`config.mk`:
```
export PLATFORM = sky130hd
export DESIGN_NAME = can_frame_descriptor_ring_core
export DESIGN_NICKNAME = d
export VERILOG_FILES = /design/src/sv/can_fdr_pkg.sv /design/src/sv/can_fdr_desc_mem.sv /design/src/sv/can_fdr_pend_search.sv /design/src/sv/can_frame_descriptor_ring_core.sv
export SDC_FILE = /design/constraint.sdc
export NUM_CORES = 1
export LEC_CHECK = 0
export BUFFER_PORTS_ARGS = -buffer_cell sky130_fd_sc_hd__buf_2
export CORE_MARGIN = 2
export CORE_UTILIZATION = 40
export CTS_CLUSTER_DIAMETER = 150
export CTS_CLUSTER_SIZE = 8
export DETAILED_ROUTE_END_ITERATION = 12
export PLACE_DENSITY_LB_ADDON = 0.05
export SLEW_MARGIN = 10
export SYNTH_ARGS = -nofsm -noshare
export SYNTH_HDL_FRONTEND = slang
export SYNTH_SLANG_ARGS = --single-unit
```
`constraint.sdc`:
```
create_clock -name clk -period 9.45 [get_ports clk]
set_input_delay 0.945 -clock clk [delete_from_list [all_inputs] [get_ports clk]]
set_output_delay 0.945 -clock clk [all_outputs]
set_load 0.005 [all_outputs]
```
`src/sv/can_fdr_pkg.sv`:
```
// ---------------------------------------------------------------------------
// CAN frame descriptor ring package
// Shared beat types, mode and status codes, and the DLC length table.
// ---------------------------------------------------------------------------
package can_fdr_pkg;

  localparam int DEFAULT_RING_DEPTH = 16;

  // Pending-slot search works on groups of this many slots in its first level.
  localparam int SEARCH_GROUP = 16;
  localparam int SEARCH_LOC_W = 4;

  localparam logic [2:0] MODE_RECEIVE    = 3'd0;
  localparam logic [2:0] MODE_COPY_DONE  = 3'd1;
  localparam logic [2:0] MODE_COPY_ERROR = 3'd2;
  localparam logic [2:0] MODE_POP        = 3'd3;
  localparam logic [2:0] MODE_CLEAR_DROP = 3'd4;

  localparam logic [3:0] STATUS_STORED_PENDING = 4'd0;
  localparam logic [3:0] STATUS_STORED_READY   = 4'd1;
  localparam logic [3:0] STATUS_FULL_DROP      = 4'd2;
  localparam logic [3:0] STATUS_BUSY_DROP      = 4'd3;
  localparam logic [3:0] STATUS_COMPLETED      = 4'd4;
  localparam logic [3:0] STATUS_NONE_PENDING   = 4'd5;
  localparam logic [3:0] STATUS_POPPED         = 4'd6;
  localparam logic [3:0] STATUS_NOTHING        = 4'd7;
  localparam logic [3:0] STATUS_CLEARED        = 4'd8;

  localparam logic [31:0] PAYLOAD_OFFSET = 32'd8;

  typedef struct packed {
    logic [2:0]  mode;
    logic [31:0] fifo_status;
    logic [31:0] header_word0;
    logic [31:0] header_word1;
    logic [31:0] tick_ms;
    logic        copy_started;
  } in_item_t;

  typedef struct packed {
    logic [3:0]  status;
    logic [5:0]  ack_index;
    logic [31:0] payload_address;
    logic [6:0]  copy_length;
    logic [10:0] frame_identifier;
    logic        frame_extended;
    logic [6:0]  frame_length;
    logic [31:0] frame_timestamp;
    logic        ring_empty;
    logic [31:0] drop_count;
  } out_item_t;

  typedef struct packed {
    logic [10:0] identifier;
    logic        extended;
    logic [6:0]  length;
    logic [31:0] timestamp;
  } desc_t;

  function automatic logic [6:0] dlc_length(input logic [3:0] dlc);
    logic [6:0] n;
    case (dlc)
      4'd9:    n = 7'd12;
      4'd10:   n = 7'd16;
      4'd11:   n = 7'd20;
      4'd12:   n = 7'd24;
      4'd13:   n = 7'd32;
      4'd14:   n = 7'd48;
      4'd15:   n = 7'd64;
      default: n = {3'b000, dlc};
    endcase
    return n;
  endfunction

endpackage

```
`src/sv/can_fdr_desc_mem.sv`:
```
// ---------------------------------------------------------------------------
// Descriptor memory
// Single-write, single-read synchronous RAM with a registered read port.
// ---------------------------------------------------------------------------
module can_fdr_desc_mem #(
  parameter int DEPTH = can_fdr_pkg::DEFAULT_RING_DEPTH
) (
  input  logic                     clk,
  input  logic                     we,
  input  logic [$clog2(DEPTH)-1:0] waddr,
  input  can_fdr_pkg::desc_t       wdata,
  input  logic                     re,
  input  logic [$clog2(DEPTH)-1:0] raddr,
  output can_fdr_pkg::desc_t       rdata
);

  can_fdr_pkg::desc_t mem [DEPTH];

  always_ff @(posedge clk) begin
    if (we) begin
      mem[waddr] <= wdata;
    end
    if (re) begin
      rdata <= mem[raddr];
    end
  end

endmodule

```
`src/sv/can_fdr_pend_search.sv`:
```
// ---------------------------------------------------------------------------
// Pending slot search
// Finds the lowest slot awaiting copy completion: a registered first level
// over groups of slots, then a second level across the group results.
// ---------------------------------------------------------------------------
module can_fdr_pend_search #(
  parameter int DEPTH = can_fdr_pkg::DEFAULT_RING_DEPTH
) (
  input  logic                     clk,
  input  logic                     load,
  input  logic [DEPTH-1:0]         pending,
  output logic                     found,
  output logic [$clog2(DEPTH)-1:0] index
);

  localparam int GRP        = can_fdr_pkg::SEARCH_GROUP;
  localparam int LOC_W      = can_fdr_pkg::SEARCH_LOC_W;
  localparam int NUM_GROUPS = (DEPTH + GRP - 1) / GRP;
  localparam int PAD_W      = NUM_GROUPS * GRP;
  localparam int PTR_W      = $clog2(DEPTH);

  logic [PAD_W-1:0] pend_pad;
  logic             grp_any_next [NUM_GROUPS];
  logic [LOC_W-1:0] grp_loc_next [NUM_GROUPS];
  logic             grp_any      [NUM_GROUPS];
  logic [LOC_W-1:0] grp_loc      [NUM_GROUPS];

  assign pend_pad = PAD_W'(pending);

  always_comb begin
    for (int g = 0; g < NUM_GROUPS; g++) begin
      grp_any_next[g] = 1'b0;
      grp_loc_next[g] = '0;
      for (int b = GRP - 1; b >= 0; b--) begin
        if (pend_pad[g*GRP + b]) begin
          grp_any_next[g] = 1'b1;
          grp_loc_next[g] = LOC_W'(b);
        end
      end
    end
  end

  always_ff @(posedge clk) begin
    if (load) begin
      for (int g = 0; g < NUM_GROUPS; g++) begin
        grp_any[g] <= grp_any_next[g];
        grp_loc[g] <= grp_loc_next[g];
      end
    end
  end

  always_comb begin
    found = 1'b0;
    index = '0;
    for (int g = NUM_GROUPS - 1; g >= 0; g--) begin
      if (grp_any[g]) begin
        found = 1'b1;
        index = PTR_W'(g * GRP + int'(grp_loc[g]));
      end
    end
  end

endmodule

```
`src/sv/can_frame_descriptor_ring_core.sv`:
```
// ---------------------------------------------------------------------------
// CAN frame descriptor ring core
// Ring of received-frame descriptors with copy-pending and ready marks.
// ---------------------------------------------------------------------------
// Each command beat is accepted when start is high and busy is low: in the
// accept cycle the head descriptor is read from the descriptor RAM and the
// first level of the pending-slot search is registered; in the following
// cycle (busy high) the command executes and writes back the RAM and the
// slot marks. The result is presented on the next cycle with done high for
// exactly one cycle and must be taken then, since the receiver cannot stall
// it. A new command may be accepted in that same cycle, but not while the
// previous one executes.
// ---------------------------------------------------------------------------
module can_frame_descriptor_ring_core #(
  parameter int RING_DEPTH = can_fdr_pkg::DEFAULT_RING_DEPTH
) (
  input  logic                   clk,
  input  logic                   rst,
  input  logic                   start,
  output logic                   busy,
  input  can_fdr_pkg::in_item_t  item,
  output logic                   done,
  output can_fdr_pkg::out_item_t result,
  input  logic                   cfg_we,
  input  logic [31:0]            cfg_wdata
);

  localparam int PTR_W = $clog2(RING_DEPTH);

  typedef enum logic [1:0] {
    ST_IDLE = 2'b01,
    ST_EXEC = 2'b10
  } state_t;

  state_t                 state;
  state_t                 state_next;
  can_fdr_pkg::in_item_t  item_q;
  logic [31:0]            fifo_base;
  logic [PTR_W-1:0]       wr_ptr;
  logic [PTR_W-1:0]       wr_ptr_next;
  logic [PTR_W-1:0]       rd_ptr;
  logic [PTR_W-1:0]       rd_ptr_next;
  logic [31:0]            drop_cnt;
  logic [31:0]            drop_cnt_next;
  logic [RING_DEPTH-1:0]  ready;
  logic [RING_DEPTH-1:0]  ready_next;
  logic [RING_DEPTH-1:0]  pending;
  logic [RING_DEPTH-1:0]  pending_next;
  can_fdr_pkg::out_item_t result_next;

  logic                   accept;
  logic                   exec;
  logic                   mem_we;
  can_fdr_pkg::desc_t     mem_wdata;
  can_fdr_pkg::desc_t     mem_rdata;
  logic                   pend_found;
  logic [PTR_W-1:0]       pend_index;
  logic [PTR_W-1:0]       wr_ptr_inc;
  logic [PTR_W-1:0]       rd_ptr_inc;
  logic [5:0]             ack;
  logic [31:0]            ack_times_72;

  function automatic logic [PTR_W-1:0] ring_next(input logic [PTR_W-1:0] p);
    return (p == PTR_W'(RING_DEPTH - 1)) ? '0 : p + PTR_W'(1);
  endfunction

  assign accept = start && (state == ST_IDLE);
  assign exec   = (state == ST_EXEC);
  assign busy   = exec;

  assign wr_ptr_inc   = ring_next(wr_ptr);
  assign rd_ptr_inc   = ring_next(rd_ptr);
  assign ack          = item_q.fifo_status[13:8];
  assign ack_times_72 = {20'd0, ack, 6'd0} + {23'd0, ack, 3'd0};

  can_fdr_desc_mem #(
    .DEPTH (RING_DEPTH)
  ) u_desc_mem (
    .clk   (clk),
    .we    (mem_we),
    .waddr (wr_ptr),
    .wdata (mem_wdata),
    .re    (accept),
    .raddr (rd_ptr),
    .rdata (mem_rdata)
  );

  can_fdr_pend_search #(
    .DEPTH (RING_DEPTH)
  ) u_pend_search (
    .clk     (clk),
    .load    (accept),
    .pending (pending),
    .found   (pend_found),
    .index   (pend_index)
  );

  always_comb begin
    state_next = state;
    case (state)
      ST_IDLE: begin
        if (start) begin
          state_next = ST_EXEC;
        end
      end
      ST_EXEC: state_next = ST_IDLE;
      default: state_next = ST_IDLE;
    endcase
  end

  always_comb begin
    wr_ptr_next   = wr_ptr;
    rd_ptr_next   = rd_ptr;
    drop_cnt_next = drop_cnt;
    ready_next    = ready;
    pending_next  = pending;
    mem_we        = 1'b0;
    mem_wdata.identifier = item_q.header_word0[28:18];
    mem_wdata.extended   = item_q.header_word0[30];
    mem_wdata.length     = can_fdr_pkg::dlc_length(item_q.header_word1[19:16]);
    mem_wdata.timestamp  = item_q.tick_ms;
    result_next        = '0;
    result_next.status = can_fdr_pkg::STATUS_NOTHING;

    case (item_q.mode)
      can_fdr_pkg::MODE_RECEIVE: begin
        result_next.ack_index = ack;
        if (wr_ptr_inc == rd_ptr) begin
          drop_cnt_next      = drop_cnt + 32'd1;
          result_next.status = can_fdr_pkg::STATUS_FULL_DROP;
        end else if (pending[wr_ptr]) begin
          result_next.status = can_fdr_pkg::STATUS_BUSY_DROP;
        end else begin
          mem_we                      = exec;
          result_next.payload_address = fifo_base + ack_times_72
                                        + can_fdr_pkg::PAYLOAD_OFFSET;
          result_next.copy_length     = mem_wdata.length;
          ready_next[wr_ptr]          = !item_q.copy_started;
          pending_next[wr_ptr]        = item_q.copy_started;
          wr_ptr_next                 = wr_ptr_inc;
          result_next.status          = item_q.copy_started
                                        ? can_fdr_pkg::STATUS_STORED_PENDING
                                        : can_fdr_pkg::STATUS_STORED_READY;
        end
      end
      can_fdr_pkg::MODE_COPY_DONE, can_fdr_pkg::MODE_COPY_ERROR: begin
        // A pending slot is never ready, so the lowest pending slot is the one.
        if (pend_found) begin
          ready_next[pend_index]   = 1'b1;
          pending_next[pend_index] = 1'b0;
          result_next.status       = can_fdr_pkg::STATUS_COMPLETED;
        end else begin
          result_next.status = can_fdr_pkg::STATUS_NONE_PENDING;
        end
      end
      can_fdr_pkg::MODE_POP: begin
        if ((rd_ptr != wr_ptr) && ready[rd_ptr]) begin
          result_next.frame_identifier = mem_rdata.identifier;
          result_next.frame_extended   = mem_rdata.extended;
          result_next.frame_length     = mem_rdata.length;
          result_next.frame_timestamp  = mem_rdata.timestamp;
          rd_ptr_next                  = rd_ptr_inc;
          result_next.status           = can_fdr_pkg::STATUS_POPPED;
        end
      end
      can_fdr_pkg::MODE_CLEAR_DROP: begin
        drop_cnt_next      = '0;
        result_next.status = can_fdr_pkg::STATUS_CLEARED;
      end
      default: result_next.status = can_fdr_pkg::STATUS_NOTHING;
    endcase

    result_next.ring_empty = (rd_ptr_next == wr_ptr_next);
    result_next.drop_count = drop_cnt_next;
  end

  always_ff @(posedge clk) begin
    if (rst) begin
      state     <= ST_IDLE;
      done      <= 1'b0;
      fifo_base <= '0;
      wr_ptr    <= '0;
      rd_ptr    <= '0;
      drop_cnt  <= '0;
      ready     <= '0;
      pending   <= '0;
    end else begin
      state <= state_next;
      done  <= exec;
      if (cfg_we) begin
        fifo_base <= cfg_wdata;
      end
      if (exec) begin
        wr_ptr   <= wr_ptr_next;
        rd_ptr   <= rd_ptr_next;
        drop_cnt <= drop_cnt_next;
        ready    <= ready_next;
        pending  <= pending_next;
      end
    end
  end

  always_ff @(posedge clk) begin
    if (accept) begin
      item_q <= item;
    end
    if (exec) begin
      result <= result_next;
    end
  end

endmodule

```
==> metrics, run 1 <==
CP max FO 36; MaxCap Viol Count 0; post-cts resize count 0; CTS buffer count 164; HPWL after DPL 57.6 mm; Wirelength per Cell 25.5 um; # H-tree levels 4; Site Rows ~120; Die Wd ~340 um; share of cells above drive strength 1 27.3%; hold_buf cts 0; number of port buffers between 200 and 250; 1st-pass router iterations 7; Design Area, Final 53,000 um2; Routed Wire Length 109 mm; Cells after Synth 2,395; asr flop ratio synth 0%; synth top area cells edfxtp_1 70%, mux4_2 13%, dfxtp_1 4.7%, nor2_1 1.3%, and2_1 1.0%; status finished clean; Clock Tree Buf Depth 3; final hold vios 0; DIE HEIGHT 341 um; CP required 9.81 ns; IO Pins 303; detailed-route via count 23,136; Startpoint Class register; Cell Area, Synth 45,500 um2; total grt overflow 0; Die ar. 117,000 um2; Placer Congestion 0.834; Root Buffer clkbuf_16; worst r2r src wr_ptr[0]$_SDFFE_PP0P_; vias per inst 5.44; post-layout min period 5.98 ns; post-synth top area share 70.1%; Yosys top cell by area edfxtp_1; Hold Startpoint item[12]; vias in the first global route 24,250; final slew viol count 0; initial antenna violation count 4; postcts setup bufs 0; initial core utilization between 40% and 50%; Setup-failing EPs final 0; RSZ-0062 raised after global routing false; R2R depth 11; # fillers 9,578; CTS tree done; Initial DRC Count 1,537; flops & latches, synth 1,170; Total GRT Usage 18.7%; clk_skew 0.0216 ns; Slew headroom 18.6%; Post-DRT Antenna Nets 0; CP Class register to register; CTS Sinks 1,170; reg2reg end u_desc_mem.mem[3][20]$_DFFE_PP_; Placement Cell Area 48,500 um2; pwr dens 211 nW/um2; Reg area 34,100 um2; Layout area overhead 16.4%; Synthesized Nets 2,588; Hold WC Path Type input pin to register; Post-synth top cells 1,063 x edfxtp_1, 261 x mux4_2, 156 x nor2_1; global-route wire length before repair 160 mm; library cells used by synthesis between 60 and 70; largest net degree at the start of global routing 99; Worst-Margin Slew 1.22 ns; count leader, synth edfxtp_1; endpoint class of the critical path register; Multi-input gate area between 10,000 and 15,000 um2; Hold EP item_q[12]$_DFFE_PP_; final cycle utilization of the critical path a little over three fifths; Leakage Power 17.1 nW; Synthesis Warnings 0; CTS clock-pin slew for the worst setup and hold paths roughly 0.050 ns; Main synth FF type edfxtp_1; TNS Setup 0 ns; DRC 0; Skew-Pair Late Insertion Delay approximately 0.75 ns; Worst EP arrival between 6 and 7 ns; Final #Nets about 2,900; Fmax 167 MHz; IR drop worst, VDD 0.166 mV; hold depth 1; Core Region 113,000 um2; Post-synth EDFFs 1,063; sequential area share after synthesis 74.8%; FF-to-FF setup slack 3.47 ns; Avg Cell Area, Syn 19.0 um2
## layout make-up
class,instances,area share [%]
Clock buffer,200,8.00
Multi-Input combinational cell,1066,20.7
Tap cell,1500,3.54
Clock inverter,15,0.458
Timing Repair Buffer,270,2.77
Antenna cell,1,0.00472
Sequential cell,1170,64.3
Inverter,29,0.215
## how the worst max path moves through the flow
stage	endpoint	from	slack, ns
3_3_place_gp	u_desc_mem.mem[3][20]$_DFFE_PP_	wr_ptr[0]$_SDFFE_PP0P_	3.46
4_1_cts	u_desc_mem.mem[3][8]$_DFFE_PP_	wr_ptr[0]$_SDFFE_PP0P_	3.37
6_report	u_desc_mem.mem[3][20]$_DFFE_PP_	wr_ptr[0]$_SDFFE_PP0P_	3.47
2_1_floorplan	ack[0]$_DFFE_PP_	start	3.09
5_1_grt	u_desc_mem.mem[3][23]$_DFFE_PP_	wr_ptr[0]$_SDFFE_PP0P_	3.13
3_5_place_dp	u_desc_mem.mem[3][22]$_DFFE_PP_	wr_ptr[0]$_SDFFE_PP0P_	3.38
## flip-flops by register name, indices dropped and copies added, names as in the netlist
name,count
fifo_base,32
pending,16
u_desc_mem.rdata,51
u_pend_search.grp_any,1
result,133
u_desc_mem.mem,816
u_pend_search.grp_loc,4
wr_ptr,4
item_q,52
state,2
rd_ptr,4
ack,6
drop_cnt,32
done,1
ready,16
## cell families after synthesis
| kind of cell | Yosys count | synth area share (%) |
|---|---|---|
| compound gates | 228 | 3.19 |
| fa+ha+maj | 25 | 0.753 |
| mux | 301 | 13.8 |
| simple gates | 452 | 4.93 |
| xor+xnor | 60 | 1.17 |
| flops | 1170 | 74.8 |
| buf+inv | 159 | 1.39 |
## placed cells by master (no fill, tap or decap), types with 5 or more instances in the layout
cell	count
a21o_1	5
a21oi_1	72
a311oi_1	15
a31oi_1	11
a32oi_1	16
and2_1	73
and3_1	9
and4_1	6
buf_2	228
buf_4	41
clkbuf_1	36
clkbuf_16	164
clkinv_8	6
dfxtp_1	103
edfxtp_1	1063
ha_1	21
inv_1	28
mux2i_1	37
mux4_2	261
nand2_1	83
nand2b_1	7
nand3_1	33
nand4_1	12
nor2_1	140
nor2_4	18
nor2b_1	9
nor3_1	15
nor4_1	7
o21ai_0	66
o21bai_1	5
o31ai_1	11
or3_1	24
xnor2_1	26
xor2_1	33
## where the power goes
part | total [mW] | internal, mW | switching [mW]
clock | 5.22 | 3.12 | 2.10
combinational | 0.186 | 0.0673 | 0.119
sequential | 5.78 | 5.71 | 0.0725
total | 11.2 | 8.90 | 2.29
## stage by stage
step / util (%) / hold WS (ns) / setup WS [ns] / instances / total power [mW]
2_1_floorplan: - / 0.435 / 3.09 / 2395 / 5.96
3_3_place_gp: 43.1 / 0.475 / 3.46 / 4035 / 6.06
3_5_place_dp: 43.1 / 0.486 / 3.38 / 4035 / 6.07
4_1_cts: 47.0 / 0.300 / 3.37 / 4250 / 11.4
5_1_grt: 47.0 / 0.316 / 3.13 / 4250 / 11.6
6_report: 47.1 / 0.369 / 3.47 / 4251 / 11.2
## layer usage
metal / GRT usage [%] / share of wire [%] / wire length (um)
met1: 25.6 / 45 / 48300
met2: 31.0 / 49 / 53400
met3: 3.43 / 4.5 / 4920
met4: 4.99 / 1.8 / 1910
met5: 0 / 0 / 0
## worst max-delay path, cell delays in order, from the launching register on
cell	delay, ns
dfxtp_1	0.71
ha_1	0.77
a31oi_1	0.27
xor2_1	0.19
or3_1	0.38
o211ai_1	0.14
buf_4	0.30
inv_1	0.58
nand2_1	0.37
buf_4	0.37
nor2_4	0.63
buf_4	0.79
(Power assumes the default switching activity.)
==> run 2: changes to the inputs <==
Clock period 9.45 ns to 5.63 ns, I/O delays scaled along.
==> metrics, run 2 (synthesis results as in run 1) <==
biggest regs u_desc_mem.mem x816, result x133, item_q x52; Initial DRC Count between 1,500 and 2,000; # fillers 9,516; post-layout min period 4.45 ns; Final #Nets 2,948; CTS Sinks 1,170; Leakage Power ~17 nW; Fmax between 200 and 250 MHz; worst r2r src wr_ptr[0]$_SDFFE_PP0P_; Hold EP item_q[95]$_DFFE_PP_; # H-tree levels 4; max reg flops 816; CTS clock-pin slew for the worst setup and hold paths 0.06 ns; Gate power share under 10%; Wirelength per Cell 25.3 um; DIE HEIGHT 341 um; worst-path cell chain ha_1 -> a21oi_1 -> o22ai_2 -> xnor2_1 -> o211ai_1 -> inv_1 -> nand2_1 -> buf_12 -> nor2_4 -> buf_4; largest net degree at the start of global routing between 150 and 200; vias per inst 5.43; clk_skew 0.0166 ns; CTS tree done; Hold Startpoint item[95]; IR drop worst, VDD 0.292 mV; commonest non-fill, non-tap cells in the layout 1,063 x edfxtp_1, 261 x mux4_2, 228 x buf_2; RSZ-0062 raised after global routing false; Worst EP arrival 4.82 ns; final worst slack 1.18 ns; Post-DRT Antenna Nets 0; CP max FO 34; DRC 0; total placed cells including tap cells 4,036; Placer Congestion 0.793; Core Region around 110,000 um2; Routed Wire Length 109 mm; final slew viol count 0; Layout area overhead 17.7%; number of port buffers 228; Startpoint Class register; Die Wd 341 um; final cycle utilization of the critical path 79.0%; CP Class register to register; initial antenna violation count 3; Die ar. about 120,000 um2; postcts setup bufs 0; CP required 6.00 ns; initial core utilization 40.4%; final hold vios 0; Root Buffer clkbuf_16; Multi-input gate area 11,000 um2; Reg area between 30,000 and 40,000 um2; post-cts resize count 0; Setup-failing EPs final 0; Design Area, Final 53,600 um2; HPWL after DPL 59.3 mm; Skew-Pair Late Insertion Delay between 0.7 and 0.8 ns; Clock Power Share 46.7%; R2R depth 10; Biggest register u_desc_mem.mem; TNS Setup 0 ns; diode count 0; Clock Tree Buf Depth 3; setup slack after placement 1.07 ns; FF-to-FF setup slack around 1.2 ns; detailed-route via count 23,382; sw power 3.80 mW; MaxCap Viol Count 0; Site Rows 123; hold depth 1; hold_buf cts 53; IO Pins roughly 300; critical path's largest stage delay ~0.71 ns; endpoint class of the critical path register; Worst-Margin Slew approximately 1.2 ns; share of cells above drive strength 1 26.8%; Total GRT Usage 18.9%; global-route wire length before repair 162 mm; slowest cell on the critical path nor2_4; fin cells 4,306; total grt overflow 0; WP buf/inv 3; reg2reg end u_desc_mem.mem[14][4]$_DFFE_PP_; Slew headroom 22.3%; internal power ~15 mW; status finished clean; Crit path max-delay family buffers and inverters; Placement Cell Area 48,600 um2; pwr dens 352 nW/um2; vias in the first global route 24,778; Flop pwr share around 50%; Sw Ratio between 20% and 30%; Hold WC Path Type input pin to register; 1st-pass router iterations 5; most common cell after layout, fill and taps aside edfxtp_1; CTS buffer count 164
==> run 2: cell count changes in the layout (fill, tap and decap cells not counted) <==
cell,delta
clkbuf_1,+3
inv_6,-1
nor2b_2,+1
clkbuf_16,+5
dlygate4sd3_1,+53
inv_16,-4
nor2b_1,-1
clkinv_8,-1
buf_12,+2
diode_2,-1
buf_4,-1
==> run 2: worst max-delay path by stage <==
stage / from / cells past startpoint / to
CTS: wr_ptr[0]$_SDFFE_PP0P_ / 10 / u_desc_mem.mem[2][24]$_DFFE_PP_
floorplan: state[0]$_SDFFE_PP1P_ / 5 / u_desc_mem.mem[2][0]$_DFFE_PP_
finish: wr_ptr[0]$_SDFFE_PP0P_ / 10 / u_desc_mem.mem[14][4]$_DFFE_PP_
global placement: wr_ptr[0]$_SDFFE_PP0P_ / 10 / u_desc_mem.mem[2][29]$_DFFE_PP_
detailed placement: wr_ptr[0]$_SDFFE_PP0P_ / 10 / u_desc_mem.mem[2][24]$_DFFE_PP_
global route: wr_ptr[0]$_SDFFE_PP0P_ / 10 / u_desc_mem.mem[2][17]$_DFFE_PP_
==> run 2: per-layer routing <==
metal | GRT usage [%] | vias to the layer above | routed length, um
met5 | 0 | - | 0
met4 | 5.34 | 0 | 2190
met3 | 3.27 | 152 | 4950
met2 | 31.1 | 612 | 53700
met1 | 25.9 | 12330 | 48200
li1 | - | 10288 | -
==> run 2: metrics by stage <==
| step | util (%) | total power [mW] | hold WS (ns) |
|---|---|---|---|
| 6_report | 47.6 | 18.9 | 0.0523 |
| 5_1_grt | 47.6 | 19.5 | 0.0137 |
| 4_1_cts | 47.6 | 19.1 | 0.0113 |
| 3_5_place_dp | 43.1 | 10.2 | 0.478 |
| 3_3_place_gp | 43.1 | 10.2 | 0.476 |
| 2_1_floorplan | - | 10.0 | 0.452 |
==> run 2: cell type report <==
class | count | area share, %
Tap cell | 1500 | 3.50
Multi-Input combinational cell | 1066 | 20.5
Clock inverter | 9 | 0.257
Timing Repair Buffer | 324 | 3.79
Inverter | 29 | 0.212
Sequential cell | 1170 | 63.6
Clock buffer | 208 | 8.16
==> run 2: power groups by stage <==
stage | clock network, mW | logic, mW | registers, mW
3_5_place_dp | 0 | 0.321 | 9.87
5_1_grt | 9.41 | 0.381 | 9.71
2_1_floorplan | 0 | 0.193 | 9.81
4_1_cts | 9.07 | 0.351 | 9.71
6_report | 8.82 | 0.342 | 9.70
3_3_place_gp | 0 | 0.314 | 9.86
==> run 2: worst register-to-register path: cells and delay by family, from the launching register on <==
kind	cells	cell delay, ns
buffers and inverters	3	1.04
and+or+nand+nor	2	0.82
xor gates and xnor gates	1	0.70
AOI/OAI and AO/OA	3	0.55
DFF	1	0.51
adders and majority gates	1	0.41
